===== config.mk =====
export PLATFORM = sky130hd
export DESIGN_NAME = injector_and_filter_cycle_sequencer_core
export DESIGN_NICKNAME = d
export VERILOG_FILES = /design/src/hdl/ifcs_pkg.sv /design/src/hdl/ifcs_ram.sv /design/src/hdl/injector_and_filter_cycle_sequencer_core.sv
export SDC_FILE = /design/constraint.sdc
export NUM_CORES = 1
export LEC_CHECK = 0
export ABC_AREA = 1
export ABC_CLOCK_PERIOD_IN_PS = 6360
export BUFFER_PORTS_ARGS = -buffer_cell sky130_fd_sc_hd__buf_2
export CORE_MARGIN = 2
export CORE_UTILIZATION = 63
export DETAILED_ROUTE_END_ITERATION = 7
export PLACE_DENSITY = 0.87
export SYNTH_ARGS = -nofsm -noshare
export SYNTH_HDL_FRONTEND = slang
export SYNTH_HIERARCHICAL = 1
export SYNTH_SLANG_ARGS = --single-unit

===== constraint.sdc =====
create_clock -name clk_i -period 6.36 [get_ports clk_i]
set_clock_uncertainty 0.2 [all_clocks]
set_input_delay 0.318 -clock clk_i [delete_from_list [all_inputs] [get_ports clk_i]]
set_output_delay 0.318 -clock clk_i [all_outputs]
set_load 0.005 [all_outputs]

===== src/hdl/ifcs_pkg.sv =====
`default_nettype none

package ifcs_pkg;

  // default configuration of the core
  localparam int unsigned INJECTOR_CHANNELS_DEF = 4;
  localparam int unsigned COUNT_WIDTH_DEF       = 16;

  // register map: timing registers first, then the four filter registers
  localparam int unsigned CFG_INDEX_W   = 4;
  localparam int unsigned CFG_DATA_W    = 48;
  localparam int unsigned TIMING_FLD_W  = 16;
  localparam int unsigned FILTER_REGS   = 4;
  localparam int unsigned REG_START_DLY = 0;
  localparam int unsigned REG_ON_TIME   = 1;
  localparam int unsigned REG_GAP_DLY   = 2;
  localparam int unsigned REG_REPEAT    = 3;

  // stream widths
  localparam int unsigned IN_TDATA_W  = 8;
  localparam int unsigned IN_TUSER_W  = 2;
  localparam int unsigned OUT_TDATA_W = 16;
  localparam int unsigned OUT_FLDS_W  = 14;
  localparam int unsigned OUT_CH_W    = 4;
  localparam int unsigned FILTERS     = 3;

  // result queue
  localparam int unsigned OUT_DEPTH   = 4;
  localparam int unsigned OUT_PTR_W   = 2;
  localparam int unsigned OUT_CNT_W   = 3;

  typedef enum logic [1:0] {
    OP_TICK    = 2'd0,
    OP_RESTART = 2'd1,
    OP_START   = 2'd2,
    OP_STOP    = 2'd3
  } opcode_e;

  // filtration steps
  localparam logic [2:0] STEP_IDLE  = 3'd0;
  localparam logic [2:0] STEP_FIRST = 3'd1;
  localparam logic [2:0] STEP_GAP_A = 3'd3;
  localparam logic [2:0] STEP_GAP_B = 3'd5;
  localparam logic [2:0] STEP_LAST  = 3'd7;

  // filter bit that turns on when leaving a wait step
  function automatic logic [2:0] filter_turn_on(input logic [2:0] step);
    logic [2:0] res;
    case (step)
      STEP_FIRST: res = 3'b001;
      STEP_GAP_A: res = 3'b010;
      STEP_GAP_B: res = 3'b100;
      default:    res = 3'b000;
    endcase
    return res;
  endfunction

endpackage

`default_nettype wire


===== src/hdl/ifcs_ram.sv =====
`default_nettype none

module ifcs_ram #(
  parameter int unsigned Width = 8,
  parameter int unsigned Depth = 4
) (
  input  wire logic                                  clk_i,
  input  wire logic                                  we_i,
  input  wire logic [((Depth > 1) ? $clog2(Depth) : 1)-1:0] waddr_i,
  input  wire logic [Width-1:0]                      wdata_i,
  input  wire logic [((Depth > 1) ? $clog2(Depth) : 1)-1:0] raddr_i,
  output logic      [Width-1:0]                      rdata_o
);

  logic [Width-1:0] mem_q [Depth];

  // read-first, registered read
  always_ff @(posedge clk_i) begin
    if (we_i) begin
      mem_q[waddr_i] <= wdata_i;
    end
    rdata_o <= mem_q[raddr_i];
  end

endmodule

`default_nettype wire


===== src/hdl/injector_and_filter_cycle_sequencer_core.sv =====
`default_nettype none
// a taken beat is swept over every channel, then its result goes into the result queue
// the next beat is taken as the last channel of the previous one is read, if a credit is
//   free; the sweep uses the single read and write port of the channel state memory
// reset: rst_ni clears control, valid bits, filter sequencer and registers at once;
//   the memories get no clearing pass, an entry never written reads as zero

module injector_and_filter_cycle_sequencer_core #(
  parameter int unsigned INJECTOR_CHANNELS = ifcs_pkg::INJECTOR_CHANNELS_DEF,
  parameter int unsigned COUNT_WIDTH       = ifcs_pkg::COUNT_WIDTH_DEF
) (
  input  wire logic                               clk_i,
  input  wire logic                               rst_ni,
  // configuration write channel
  input  wire logic                               cfg_valid_i,
  output logic                                    cfg_ready_o,
  input  wire logic [ifcs_pkg::CFG_INDEX_W-1:0]   cfg_index_i,
  input  wire logic [ifcs_pkg::CFG_DATA_W-1:0]    cfg_data_i,
  // input stream
  input  wire logic                               s_axis_tvalid,
  output logic                                    s_axis_tready,
  input  wire logic [ifcs_pkg::IN_TDATA_W-1:0]    s_axis_tdata,  // [0] fertigation_enable
  input  wire logic [ifcs_pkg::IN_TUSER_W-1:0]    s_axis_tuser,  // [1:0] opcode
  // result stream
  output logic                                    m_axis_tvalid,
  input  wire logic                               m_axis_tready,
  // [3:0] injector_outputs, [6:4] filter_outputs, [9:7] filter_step, [13:10] injectors_done
  output logic      [ifcs_pkg::OUT_TDATA_W-1:0]   m_axis_tdata
);

  localparam int unsigned ChW  = (INJECTOR_CHANNELS > 1) ? $clog2(INJECTOR_CHANNELS) : 1;
  localparam int unsigned CntW = COUNT_WIDTH;
  localparam int unsigned FldW = (CntW < ifcs_pkg::TIMING_FLD_W) ? CntW
                                                                 : ifcs_pkg::TIMING_FLD_W;
  localparam int unsigned AccW = (INJECTOR_CHANNELS > ifcs_pkg::OUT_CH_W) ? INJECTOR_CHANNELS
                                                                          : ifcs_pkg::OUT_CH_W;
  // channel state word: on bit, on count, off count, cycles done
  localparam int unsigned StW  = 1 + 3 * CntW;
  // timing word: on period, off period, cycle count
  localparam int unsigned TmW  = 3 * CntW;
  localparam logic [ChW-1:0] LastCh = ChW'(INJECTOR_CHANNELS - 1);
  localparam logic [ifcs_pkg::CFG_INDEX_W-1:0] IdxStart =
    ifcs_pkg::CFG_INDEX_W'(INJECTOR_CHANNELS + ifcs_pkg::REG_START_DLY);
  localparam logic [ifcs_pkg::CFG_INDEX_W-1:0] IdxOnTime =
    ifcs_pkg::CFG_INDEX_W'(INJECTOR_CHANNELS + ifcs_pkg::REG_ON_TIME);
  localparam logic [ifcs_pkg::CFG_INDEX_W-1:0] IdxGap =
    ifcs_pkg::CFG_INDEX_W'(INJECTOR_CHANNELS + ifcs_pkg::REG_GAP_DLY);
  localparam logic [ifcs_pkg::CFG_INDEX_W-1:0] IdxRepeat =
    ifcs_pkg::CFG_INDEX_W'(INJECTOR_CHANNELS + ifcs_pkg::REG_REPEAT);
  localparam logic [ifcs_pkg::CFG_INDEX_W-1:0] IdxChans =
    ifcs_pkg::CFG_INDEX_W'(INJECTOR_CHANNELS);

  // ---------------------------------------------------------------------------
  // configuration: timing words go to the timing memory, filter delays to flops
  // ---------------------------------------------------------------------------
  logic cfg_fire;
  logic tm_we;
  logic [TmW-1:0] tm_wdata;
  logic [CntW-1:0] start_dly_q, on_time_q, gap_dly_q, repeat_dly_q;

  assign cfg_ready_o = 1'b1;
  assign cfg_fire    = cfg_valid_i & cfg_ready_o;
  assign tm_we       = cfg_fire && (cfg_index_i < IdxChans);
  // each 16 bit field is cut or widened to the counter width
  assign tm_wdata = {CntW'(cfg_data_i[32 +: FldW]),
                     CntW'(cfg_data_i[16 +: FldW]),
                     CntW'(cfg_data_i[0 +: FldW])};

  always_ff @(posedge clk_i or negedge rst_ni) begin
    if (!rst_ni) begin
      start_dly_q  <= '0;
      on_time_q    <= '0;
      gap_dly_q    <= '0;
      repeat_dly_q <= '0;
    end else if (cfg_fire) begin
      if (cfg_index_i == IdxStart)  start_dly_q  <= CntW'(cfg_data_i[0 +: FldW]);
      if (cfg_index_i == IdxOnTime) on_time_q    <= CntW'(cfg_data_i[0 +: FldW]);
      if (cfg_index_i == IdxGap)    gap_dly_q    <= CntW'(cfg_data_i[0 +: FldW]);
      if (cfg_index_i == IdxRepeat) repeat_dly_q <= CntW'(cfg_data_i[0 +: FldW]);
    end
  end

  // ---------------------------------------------------------------------------
  // admission: credits cover the pipeline plus the result queue
  // ---------------------------------------------------------------------------
  logic in_fire, out_fire;
  logic [ifcs_pkg::OUT_CNT_W-1:0] pend_q, pend_d;
  logic iss_valid_q, iss_valid_d;
  logic [ChW-1:0] iss_ch_q, iss_ch_d;
  ifcs_pkg::opcode_e iss_op_q;
  logic iss_fert_q;
  logic [2:0] iss_fout_q, iss_fstep_q;
  logic iss_last;
  ifcs_pkg::opcode_e in_op;

  assign in_op    = ifcs_pkg::opcode_e'(s_axis_tuser[1:0]);
  assign iss_last = iss_valid_q && (iss_ch_q == LastCh);
  // taken when idle or on the last channel of the previous beat, with a free credit
  assign s_axis_tready = (!iss_valid_q || iss_last) &&
                         (pend_q != ifcs_pkg::OUT_CNT_W'(ifcs_pkg::OUT_DEPTH));
  assign in_fire  = s_axis_tvalid & s_axis_tready;
  assign out_fire = m_axis_tvalid & m_axis_tready;

  always_comb begin
    pend_d = pend_q;
    if (in_fire && !out_fire) begin
      pend_d = pend_q + ifcs_pkg::OUT_CNT_W'(1);
    end else if (!in_fire && out_fire) begin
      pend_d = pend_q - ifcs_pkg::OUT_CNT_W'(1);
    end
  end

  always_comb begin
    iss_valid_d = iss_valid_q;
    iss_ch_d    = iss_ch_q;
    if (in_fire) begin
      iss_valid_d = 1'b1;
      iss_ch_d    = '0;
    end else if (iss_valid_q) begin
      if (iss_last) begin
        iss_valid_d = 1'b0;
      end else begin
        iss_ch_d = iss_ch_q + ChW'(1);
      end
    end
  end

  // ---------------------------------------------------------------------------
  // filtration sequencer: one update per beat, done at admission
  // ---------------------------------------------------------------------------
  logic [2:0] f_step_q, f_step_d;
  logic [2:0] f_on_q, f_on_d;
  logic [CntW-1:0] f_ticks_q, f_ticks_d, f_ticks_inc, f_target;

  assign f_ticks_inc = f_ticks_q + CntW'(1);

  always_comb begin
    case (f_step_q)
      ifcs_pkg::STEP_FIRST: f_target = start_dly_q;
      ifcs_pkg::STEP_GAP_A: f_target = gap_dly_q;
      ifcs_pkg::STEP_GAP_B: f_target = gap_dly_q;
      ifcs_pkg::STEP_LAST:  f_target = repeat_dly_q;
      default:              f_target = on_time_q;
    endcase
  end

  always_comb begin
    f_step_d  = f_step_q;
    f_on_d    = f_on_q;
    f_ticks_d = f_ticks_q;
    case (in_op)
      ifcs_pkg::OP_TICK: begin
        if (f_step_q == ifcs_pkg::STEP_IDLE) begin
          f_ticks_d = '0;
        end else if (f_ticks_inc != f_target) begin
          f_ticks_d = f_ticks_inc;
        end else begin
          f_ticks_d = '0;
          if (f_step_q == ifcs_pkg::STEP_LAST) begin
            f_step_d = ifcs_pkg::STEP_FIRST;
          end else begin
            // odd steps are waits that end with a filter on, even ones end it
            f_on_d   = f_step_q[0] ? (f_on_q | ifcs_pkg::filter_turn_on(f_step_q)) : 3'b000;
            f_step_d = f_step_q + 3'd1;
          end
        end
      end
      ifcs_pkg::OP_START: begin
        f_step_d  = ifcs_pkg::STEP_FIRST;
        f_ticks_d = '0;
        f_on_d    = 3'b000;
      end
      ifcs_pkg::OP_STOP: begin
        f_step_d  = ifcs_pkg::STEP_IDLE;
        f_ticks_d = '0;
        f_on_d    = 3'b000;
      end
      default: begin
        // restart leaves filtration alone
      end
    endcase
  end

  always_ff @(posedge clk_i or negedge rst_ni) begin
    if (!rst_ni) begin
      f_step_q  <= ifcs_pkg::STEP_IDLE;
      f_on_q    <= '0;
      f_ticks_q <= '0;
    end else if (in_fire) begin
      f_step_q  <= f_step_d;
      f_on_q    <= f_on_d;
      f_ticks_q <= f_ticks_d;
    end
  end

  // ---------------------------------------------------------------------------
  // channel sweep: read a channel, update it next cycle, write it back
  // ---------------------------------------------------------------------------
  logic [INJECTOR_CHANNELS-1:0] st_vld_q, tm_vld_q;
  logic [StW-1:0] st_rdata, st_wdata;
  logic [TmW-1:0] tm_rdata;
  logic s1_valid_q;
  logic [ChW-1:0] s1_ch_q;

  ifcs_ram #(
    .Width(StW),
    .Depth(INJECTOR_CHANNELS)
  ) u_state_ram (
    .clk_i  (clk_i),
    .we_i   (s1_valid_q),
    .waddr_i(s1_ch_q),
    .wdata_i(st_wdata),
    .raddr_i(iss_ch_q),
    .rdata_o(st_rdata)
  );

  ifcs_ram #(
    .Width(TmW),
    .Depth(INJECTOR_CHANNELS)
  ) u_timing_ram (
    .clk_i  (clk_i),
    .we_i   (tm_we),
    .waddr_i(cfg_index_i[ChW-1:0]),
    .wdata_i(tm_wdata),
    .raddr_i(iss_ch_q),
    .rdata_o(tm_rdata)
  );

  ifcs_pkg::opcode_e s1_op_q;
  logic s1_fert_q, s1_st_vld_q, s1_tm_vld_q;
  logic [2:0] s1_fout_q, s1_fstep_q;
  // write-back of the same channel that is read in the same cycle
  logic fwd_q, fwd_d;
  logic [StW-1:0] fwd_data_q;

  assign fwd_d = s1_valid_q && iss_valid_q && (iss_ch_q == s1_ch_q);

  logic [StW-1:0] cur_st;
  logic [TmW-1:0] cur_tm;
  logic cur_on, new_on;
  logic [CntW-1:0] cur_onc, cur_offc, cur_cyc, new_onc, new_offc, new_cyc;
  logic [CntW-1:0] on_p, off_p, cyc_p;
  logic ch_done;

  always_comb begin
    if (fwd_q) begin
      cur_st = fwd_data_q;
    end else if (s1_st_vld_q) begin
      cur_st = st_rdata;
    end else begin
      cur_st = '0;
    end
    cur_tm   = s1_tm_vld_q ? tm_rdata : '0;
    cur_on   = cur_st[0];
    cur_onc  = cur_st[1 +: CntW];
    cur_offc = cur_st[1 + CntW +: CntW];
    cur_cyc  = cur_st[1 + 2 * CntW +: CntW];
    on_p     = cur_tm[0 +: CntW];
    off_p    = cur_tm[CntW +: CntW];
    cyc_p    = cur_tm[2 * CntW +: CntW];
  end

  always_comb begin
    new_on   = cur_on;
    new_onc  = cur_onc;
    new_offc = cur_offc;
    new_cyc  = cur_cyc;
    case (s1_op_q)
      ifcs_pkg::OP_TICK: begin
        if (s1_fert_q) begin
          if (cur_on) begin
            if (cur_onc == on_p) begin
              new_on   = 1'b0;
              new_onc  = '0;
              new_offc = cur_offc + CntW'(1);
              new_cyc  = cur_cyc + CntW'(1);
            end else begin
              new_onc = cur_onc + CntW'(1);
            end
          end else if (cur_offc == off_p) begin
            // off period over: start another cycle, or hold when none are left
            if (cur_cyc < cyc_p) begin
              new_on   = 1'b1;
              new_onc  = cur_onc + CntW'(1);
              new_offc = '0;
            end
          end else begin
            new_offc = cur_offc + CntW'(1);
          end
        end
      end
      ifcs_pkg::OP_RESTART: begin
        new_on   = 1'b1;
        new_onc  = '0;
        new_offc = '0;
        new_cyc  = '0;
      end
      default: begin
        // filter commands leave the channels alone
      end
    endcase
  end

  assign st_wdata = {new_cyc, new_offc, new_onc, new_on};
  assign ch_done  = !new_on && (new_cyc >= cyc_p) && (new_offc == off_p);

  // per-beat collection of channel status bits
  logic [AccW-1:0] acc_on_q, acc_done_q, acc_on_d, acc_done_d;

  always_comb begin
    acc_on_d   = (s1_ch_q == '0) ? '0 : acc_on_q;
    acc_done_d = (s1_ch_q == '0) ? '0 : acc_done_q;
    acc_on_d[s1_ch_q]   = new_on;
    acc_done_d[s1_ch_q] = ch_done;
  end

  always_ff @(posedge clk_i or negedge rst_ni) begin
    if (!rst_ni) begin
      pend_q      <= '0;
      iss_valid_q <= 1'b0;
      iss_ch_q    <= '0;
      s1_valid_q  <= 1'b0;
      fwd_q       <= 1'b0;
      st_vld_q    <= '0;
      tm_vld_q    <= '0;
      acc_on_q    <= '0;
      acc_done_q  <= '0;
    end else begin
      pend_q      <= pend_d;
      iss_valid_q <= iss_valid_d;
      iss_ch_q    <= iss_ch_d;
      s1_valid_q  <= iss_valid_q;
      fwd_q       <= fwd_d;
      if (s1_valid_q) begin
        st_vld_q[s1_ch_q] <= 1'b1;
        acc_on_q          <= acc_on_d;
        acc_done_q        <= acc_done_d;
      end
      if (tm_we) begin
        tm_vld_q[cfg_index_i[ChW-1:0]] <= 1'b1;
      end
    end
  end

  // payload registers
  always_ff @(posedge clk_i) begin
    if (in_fire) begin
      iss_op_q    <= in_op;
      iss_fert_q  <= s_axis_tdata[0];
      iss_fout_q  <= f_on_d;
      iss_fstep_q <= f_step_d;
    end
    s1_ch_q     <= iss_ch_q;
    s1_op_q     <= iss_op_q;
    s1_fert_q   <= iss_fert_q;
    s1_fout_q   <= iss_fout_q;
    s1_fstep_q  <= iss_fstep_q;
    s1_st_vld_q <= st_vld_q[iss_ch_q];
    s1_tm_vld_q <= tm_vld_q[iss_ch_q];
    fwd_data_q  <= st_wdata;
  end

  // ---------------------------------------------------------------------------
  // result queue
  // ---------------------------------------------------------------------------
  logic push;
  logic [ifcs_pkg::OUT_FLDS_W-1:0] push_data;
  logic [ifcs_pkg::OUT_FLDS_W-1:0] fifo_q [ifcs_pkg::OUT_DEPTH];
  logic [ifcs_pkg::OUT_PTR_W-1:0] wr_ptr_q, rd_ptr_q;
  logic [ifcs_pkg::OUT_CNT_W-1:0] fifo_cnt_q, fifo_cnt_d;

  assign push      = s1_valid_q && (s1_ch_q == LastCh);
  assign push_data = {acc_done_d[ifcs_pkg::OUT_CH_W-1:0], s1_fstep_q, s1_fout_q,
                      acc_on_d[ifcs_pkg::OUT_CH_W-1:0]};

  always_comb begin
    fifo_cnt_d = fifo_cnt_q;
    if (push && !out_fire) begin
      fifo_cnt_d = fifo_cnt_q + ifcs_pkg::OUT_CNT_W'(1);
    end else if (!push && out_fire) begin
      fifo_cnt_d = fifo_cnt_q - ifcs_pkg::OUT_CNT_W'(1);
    end
  end

  always_ff @(posedge clk_i or negedge rst_ni) begin
    if (!rst_ni) begin
      wr_ptr_q   <= '0;
      rd_ptr_q   <= '0;
      fifo_cnt_q <= '0;
    end else begin
      fifo_cnt_q <= fifo_cnt_d;
      if (push) begin
        wr_ptr_q <= wr_ptr_q + ifcs_pkg::OUT_PTR_W'(1);
      end
      if (out_fire) begin
        rd_ptr_q <= rd_ptr_q + ifcs_pkg::OUT_PTR_W'(1);
      end
    end
  end

  always_ff @(posedge clk_i) begin
    if (push) begin
      fifo_q[wr_ptr_q] <= push_data;
    end
  end

  assign m_axis_tvalid = (fifo_cnt_q != '0);
  assign m_axis_tdata  = {{(ifcs_pkg::OUT_TDATA_W - ifcs_pkg::OUT_FLDS_W){1'b0}},
                          fifo_q[rd_ptr_q]};

  // ---------------------------------------------------------------------------
  // checks
  // ---------------------------------------------------------------------------
  a_no_queue_overflow: assert property (@(posedge clk_i) disable iff (!rst_ni)
    push && !out_fire |-> fifo_cnt_q != ifcs_pkg::OUT_CNT_W'(ifcs_pkg::OUT_DEPTH))
    else $error("result queue overflow");

  a_credit_covers_queue: assert property (@(posedge clk_i) disable iff (!rst_ni)
    fifo_cnt_q <= pend_q)
    else $error("queued results exceed outstanding beats");

  a_sweep_starts_at_zero: assert property (@(posedge clk_i) disable iff (!rst_ni)
    in_fire |=> iss_valid_q && iss_ch_q == '0)
    else $error("channel sweep did not restart");

  a_idle_ticks_clear: assert property (@(posedge clk_i) disable iff (!rst_ni)
    f_step_q == ifcs_pkg::STEP_IDLE |-> f_ticks_q == '0 && f_on_q == 3'b000)
    else $error("idle filtration with live counter or filter");

  a_one_filter_on: assert property (@(posedge clk_i) disable iff (!rst_ni)
    $onehot0(f_on_q))
    else $error("more than one filter on");

endmodule

`default_nettype wire

# After elaboration in Yosys (flattened, before gate mapping)
# Memories as Yosys holds them, arrays and structs flattened. A register that Yosys moved wholly into a read port is not among the register bits.
# Cells that the tools add are included.
# Widths: inputs -> output; s select.
[op_classes]
reduce_logical = 37
n_lt_le_gt_ge = 8
addsub = 12
muxes = 71
n_bitwise = 5
eq_ne = 20
[op_table]
columns = ["operator", "n"]
rows = [
  ["$mux 16", 15],
  ["$pmux 16 s2", 4],
  ["$mux 49", 2],
  ["$add 16x1->16 const B", 4],
  ["$eq 16x16->1", 3],
  ["$mux 48", 1],
  ["$pmux 16 s3", 1],
  ["$mux 3", 15],
  ["$mux 1", 18],
  ["$pmux 3 s3", 2],
  ["$eq 4x3->1 const B", 4],
  ["$ge 16x16->1", 1],
  ["$lt 16x16->1", 1],
  ["$ne 16x16->1", 1],
  ["$logic_and 1x1->1", 14],
  ["$reduce_and 2->1", 6],
  ["$add 3x1->3 const B", 3],
  ["$lt 2x3->1 const B", 3],
  ["$bwmux 4", 2],
  ["$eq 2x2->1 const B", 4],
  ["$mux 4", 2],
  ["$or 4x4->4", 2],
  ["$reduce_bool 2->1", 4],
  ["$add 2x1->2 const B", 3],
  ["23 further kinds", 38],
]
[totals]
ramBits = 444
n_memories = 3
elab_cells = 187
output_inout_bits = 19
ff_bits = 188
input_bits = 67
[memory_table]
columns = ["memory", "depth", "word_bits", "rd", "rd_ports_with_merged_regs", "write_ports", "line", "source"]
rows = [
  ["u_state_ram.mem_q", 4, 49, 1, 1, 1, "ifcs_ram.sv:15", "logic [Width-1:0] mem_q [Depth];"],
  ["u_timing_ram.mem_q", 4, 48, 1, 1, 1, "ifcs_ram.sv:15", ""],
  ["fifo_q", 4, 14, 1, 0, 1, "injector_and_filter_cycle_sequencer_core.sv:368", "logic [ifcs_pkg::OUT_FLDS_W-1:0] fifo_q [ifcs_pkg::OUT_DEPTH];"],
]

# Longest topological paths before layout
[depth]
word_depth = 13
mapped_depth = 37
depth_no_buf = 35

# Cells and area by module
# Netlist, hierarchy kept.
[modules_own_cells]
columns = ["module", "area_each_um2", "n_inst", "seq_area_each_um2", "cells_per_inst"]
rows = [
  ["injector_and_filter_cycle_sequencer_core", 14976.9, 1, 6120.9, 1974],
  ["ifcs_ram at u_state_ram", 9243.9, 1, 6866.6, 825],
  ["ifcs_ram at u_timing_ram", 9057.4, 1, 6726.5, 808],
]

# Least setup slack after synthesis
# No wires, ideal clock.
[synth_path]
kind = "input -> register"
startpoint = "input port cfg_index_i[2] in the netlist's numbering"
endpoint = "memory u_timing_ram/mem_q[0][0] in the netlist's numbering, enable pin"
t_arrival_ns = 3.987
t_required_ns = 5.647
setup_time_ns = 0.513
path_buffers = 0
stages = 3
setup_slack_ns = 1.659
cell_sequence = "nor3_1 > inv_1 > nor3_1"
[synth_between]
elab_chain_len = 4
[synth_lines]
columns = ["element", "line", "source"]
rows = [
  ["start, declared", "injector_and_filter_cycle_sequencer_core.sv:17", "input wire logic [ifcs_pkg::CFG_INDEX_W-1:0] cfg_index_i,"],
  ["$lt 4x3->1", "injector_and_filter_cycle_sequencer_core.sv:63", "assign tm_we = cfg_fire && (cfg_index_i < IdxChans);"],
  ["$logic_and 1x1->1", "injector_and_filter_cycle_sequencer_core.sv:63", ""],
  ["$mux 1", "ifcs_ram.sv:19", "if (we_i) begin"],
  ["$mux 1 (implied by the code)", "ifcs_ram.sv:20", "mem_q[waddr_i] <= wdata_i;"],
  ["end, declared", "ifcs_ram.sv:15", ""],
]
# No other way between the ends.

# Worst setup path in the final report
[layout_path]
startpoint = "register fwd_q"
endpoint = "memory fifo_q[2][13] in the netlist's numbering, data pin"
[layout_between]
word_cells_on_any_way = 28
cone_classes = "add/sub (2); order compare (2); eq/ne (3); mux (18); reduce/logical (3)"
[layout_lines]
columns = ["element", "line", "source"]
rows = [
  ["start, declared", "injector_and_filter_cycle_sequencer_core.sv:233", "logic fwd_q, fwd_d;"],
  ["start signal, assigned", "injector_and_filter_cycle_sequencer_core.sv:333", "fwd_q <= fwd_d;"],
  ["$mux 49 *", "injector_and_filter_cycle_sequencer_core.sv:246", "if (fwd_q) begin"],
  ["$add 16x1->16 or $eq 16x16->1 (tied branches)", "injector_and_filter_cycle_sequencer_core.sv:276, injector_and_filter_cycle_sequencer_core.sv:272", ""],
  ["$mux 16", "injector_and_filter_cycle_sequencer_core.sv:272", "if (cur_onc == on_p) begin"],
  ["$mux 16", "injector_and_filter_cycle_sequencer_core.sv:271", "if (cur_on) begin"],
  ["$mux 16", "injector_and_filter_cycle_sequencer_core.sv:270", "if (s1_fert_q) begin"],
  ["$pmux 16 s2 *", "injector_and_filter_cycle_sequencer_core.sv:268", "case (s1_op_q)"],
  ["via new_cyc[15]", "injector_and_filter_cycle_sequencer_core.sv:241", "logic [CntW-1:0] cur_onc, cur_offc, cur_cyc, new_onc, new_offc, new_cyc;"],
  ["$ge 16x16->1 *", "injector_and_filter_cycle_sequencer_core.sv:305", "assign ch_done = !new_on && (new_cyc >= cyc_p) && (new_offc == off_p);"],
  ["$logic_and 1x1->1 * (2 in a row)", "injector_and_filter_cycle_sequencer_core.sv:305", ""],
  ["$bwmux 4 *", "injector_and_filter_cycle_sequencer_core.sv:314", "acc_done_d[s1_ch_q] = ch_done;"],
  ["via acc_done_d[3]", "injector_and_filter_cycle_sequencer_core.sv:308", "logic [AccW-1:0] acc_on_q, acc_done_q, acc_on_d, acc_done_d;"],
  ["end, declared", "injector_and_filter_cycle_sequencer_core.sv:368", ""],
]
# The timed path passes the listed nets; every way through them passes the cells marked *.

==> flow_summary.ini <==
[run_status]
status = completed

[placed_design]
portBuffers = 75
place_congestion = 0.955
hpwl_microns = 48800
dp_cells = 4277

[layout]
layout.nets = 3838
drive_gt1_share_pct = 9.03
fin_cells = 4469
areaGrowthSynthToFinish_pct = 10.9

[setup_path]
cp.buffers_inverters = 3
slowest_delay_ns = 0.40
cp.required_ns = 6.57
setup.worst_path.end_class = flop
crit_arrival_ns = 6.06
slowest_stage = buf_4
crit_path_frequent_cell = nand2_1
startpoint_type = flop
path_class = flop to flop
path_max_fanout = 28
cpLargestDelayFamily = simple AND/OR/NAND/NOR gates

[yosys]
synth_edf_count = 453
ys_types = 61
yosysWarnings = 6
synth_top_area_share_pct = 40.9
netlist_instances = 3607
synthTopCellsByArea = edfxtp_1, nand2_1, dfxtp_1, dfrtp_1, inv_1
ys_async_sr_fraction_pct = 16.0
syn_area_per_cell_sq_um = 9.23
ys_ff_latch = 729
synth_area_sq_um = 33300
ys.flop_type = edfxtp_1
yosysTopAreaCell = edfxtp_1
ys_seq_area_share_pct = 59.2

[pwr]
total_power_w = 0.0181
p_leak_nw = 16.9
cellPowerDensity_nw_per_um2 = 491
irDropWorstVdd_mv = 0.418

[floorplanning]
pin_count = 86
std_cell_rows = 84
die_h_microns = 234
design.core.area_sq_um = 52300
die_w_microns = 234
die-area_sq_um = 54700
start_util_pct = 63.6

[drt]
wl_per_cell_microns = 18.7
vias_per_cell = 5.73
wl_microns = 83600
vias = 25600
drc_errors = 0
first_pass_iters = 7
final_antenna_net_count = 0
drtIter0Drc = 3157

[clock_network]
clkTransAtPathRegs_ns = 0.06
numCtsBuffers = 71
clock_latency_ns = 0.63
ctsHtreeMaxLevel = 3
root_buffer = clkbuf_16
clockBufferDepth = 3
cts_setup_buffers = 0
cts_tree = built
cts.sinks = 729

[run]
max_cap_violations = 0

[sta]
setup_viol = 0
tns_ns = 0
hold_viol = 0
tightest_slew_ns = 1.28
hold_ws_ns = 0.0879
relSlewSlack_pct = 14.4
slew_viol_final = 0
fin_crit_sh_pct = 92.0
max_freq_mhz = 171
period_minus_slack_ns = 5.85

[min_path]
hp-class = primary input to async pin

[global_route]
grt.overflow.total = 0
grt_pass1_wl_microns = 132000
grt_max_degree = 99
antenna_found_initial = 5
grt_use_total_pct = 31.0
grt_pass1_vias = 25100
[cell families after synthesis]
kind of cell             after synthesis  share of synthesized area (%)
other                                  2                         0.0226
AO/OA/AOI/OAI                        340                           5.93
AND/OR/NAND/NOR                     1689                           22.3
multiplexers                           8                          0.271
flip-flops                           729                           59.2
XOR/XNOR                              40                           1.05
adder cells (fa/ha/maj)               49                           1.89
buffers and inverters                750                           9.25
[flip-flops by register name, summed over array words and instances, names as in the netlist, 4 cells and up]
name                  count
u_state_ram/mem_q       196
u_timing_ram/mem_q      192
fifo_q                   56
fwd_data_q               49
u_state_ram/rdata_o      49
u_timing_ram/rdata_o     48
f_ticks_q                16
gap_dly_q                16
on_time_q                16
repeat_dly_q             16
start_dly_q              16
acc_done_q                4
acc_on_q                  4
st_vld_q                  4
tm_vld_q                  4
[final cells by class]
cell class,count,area [sq um]
multi-input combinational,2129,10600
timing repair buffer,169,1230
fill,3390,15400
clock buffer,109,2060
tap,688,861
inverter,622,2340
sequential,729,19700
clock inverter,20,133
antenna,3,7.51
[worst paths after layout]
| path | start | slack, ns | to | depth (start not counted) |
|---|---|---|---|---|
| worst min-delay path | rst_ni | 0.09 | repeat_dly_q[7]$_DFFE_PN0P_ | 2 |
| min in group clk_i | iss_fout_q[1]$_DFFE_PP_ | 0.14 | s1_fout_q[1]$_DFF_P_ | 0 |
| worst max register to register | fwd_q$_DFF_PN0_ | 0.51 | fifo_q[2][13]$_DFFE_PP_ | 32 |
| worst max-delay path | fwd_q$_DFF_PN0_ | 0.51 | fifo_q[2][13]$_DFFE_PP_ | 32 |
| worst min register to register | iss_fout_q[1]$_DFFE_PP_ | 0.14 | s1_fout_q[1]$_DFF_P_ | 0 |
| max in group asynchronous | rst_ni | 4.41 | iss_ch_q[0]$_DFFE_PN0P_ | 3 |
[where the power goes]
group	switching [W]	total, W	leakage (nW)	internal (W)
Sequential	0.000638	0.00722	6.95	0.00658
Combinational	0.00486	0.00687	8.85	0.00201
Clock	0.00179	0.00405	1.07	0.00225
[worst reg2reg max path, delay by kind of cell (launching register included)]
family                   cells  cell delay (ns)
buffers and inverters        3             0.78
adder cells (fa/ha/maj)      1             0.35
flip-flops                   1             0.39
AO/OA/AOI/OAI                4             0.64
AND/OR/NAND/NOR             24             3.30
[cell usage after synthesis (13+ instances only)]
| master | instances |
|---|---|
| buf_6 | 19 |
| nand4_1 | 18 |
| o21ai_0 | 146 |
| nand3_2 | 21 |
| dfxtp_1 | 159 |
| clkbuf_1 | 40 |
| nand2_2 | 28 |
| nor3_1 | 29 |
| inv_1 | 604 |
| buf_2 | 52 |
| dfrtp_1 | 117 |
| a22oi_1 | 19 |
| nand2_1 | 1022 |
| o22ai_1 | 35 |
| nand3b_1 | 18 |
| xor2_1 | 29 |
| inv_2 | 13 |
| a21oi_1 | 72 |
| nand3_1 | 317 |
| ha_1 | 47 |
| edfxtp_1 | 453 |
| nor2_1 | 188 |
[routing by layer]
layer  GRT usage (%)  vias up  wire length [microns]
li1                -    11900                      -
met1            39.4    12000                  31600
met2            52.5     1436                  41100
met3            4.68      298                   7090
met4            15.0        6                   3820
met5               0        -                     42
[through the flow]
stage	util (%)	setup slack, ns	cell area [sq um]
global placement	65.1	0.766	34100
finish	70.5	0.511	36900
CTS	70.5	0.453	36900
global route	70.5	-0.0544	36900
detailed placement	65.1	0.573	34100
floorplan	-	1.66	33300
[cells in the final DEF (no fill, tap or decap), drive strengths merged, types with 10 or more instances in the layout]
master,count
nor2,203
nand2,1060
dfrtp,117
o21ai,153
clkinv,15
clkbuf,109
a22oi,19
o32ai,10
ha,47
buf,109
edfxtp,453
nand3,346
inv,625
dlygate4sd3,60
a21oi,72
xnor2,11
nand3b,18
nand4,19
dfxtp,159
o22ai,35
xor2,29
nor3,32
[timing repair]
item / 4_1_cts / 5_1_grt
hold endpoints to repair: 325 / 0
resized for setup: 0 / 3
endpoints found under the setup margin: 0 / 10
hold buffers: 60 / 0
(Power assumes the default switching activity.)
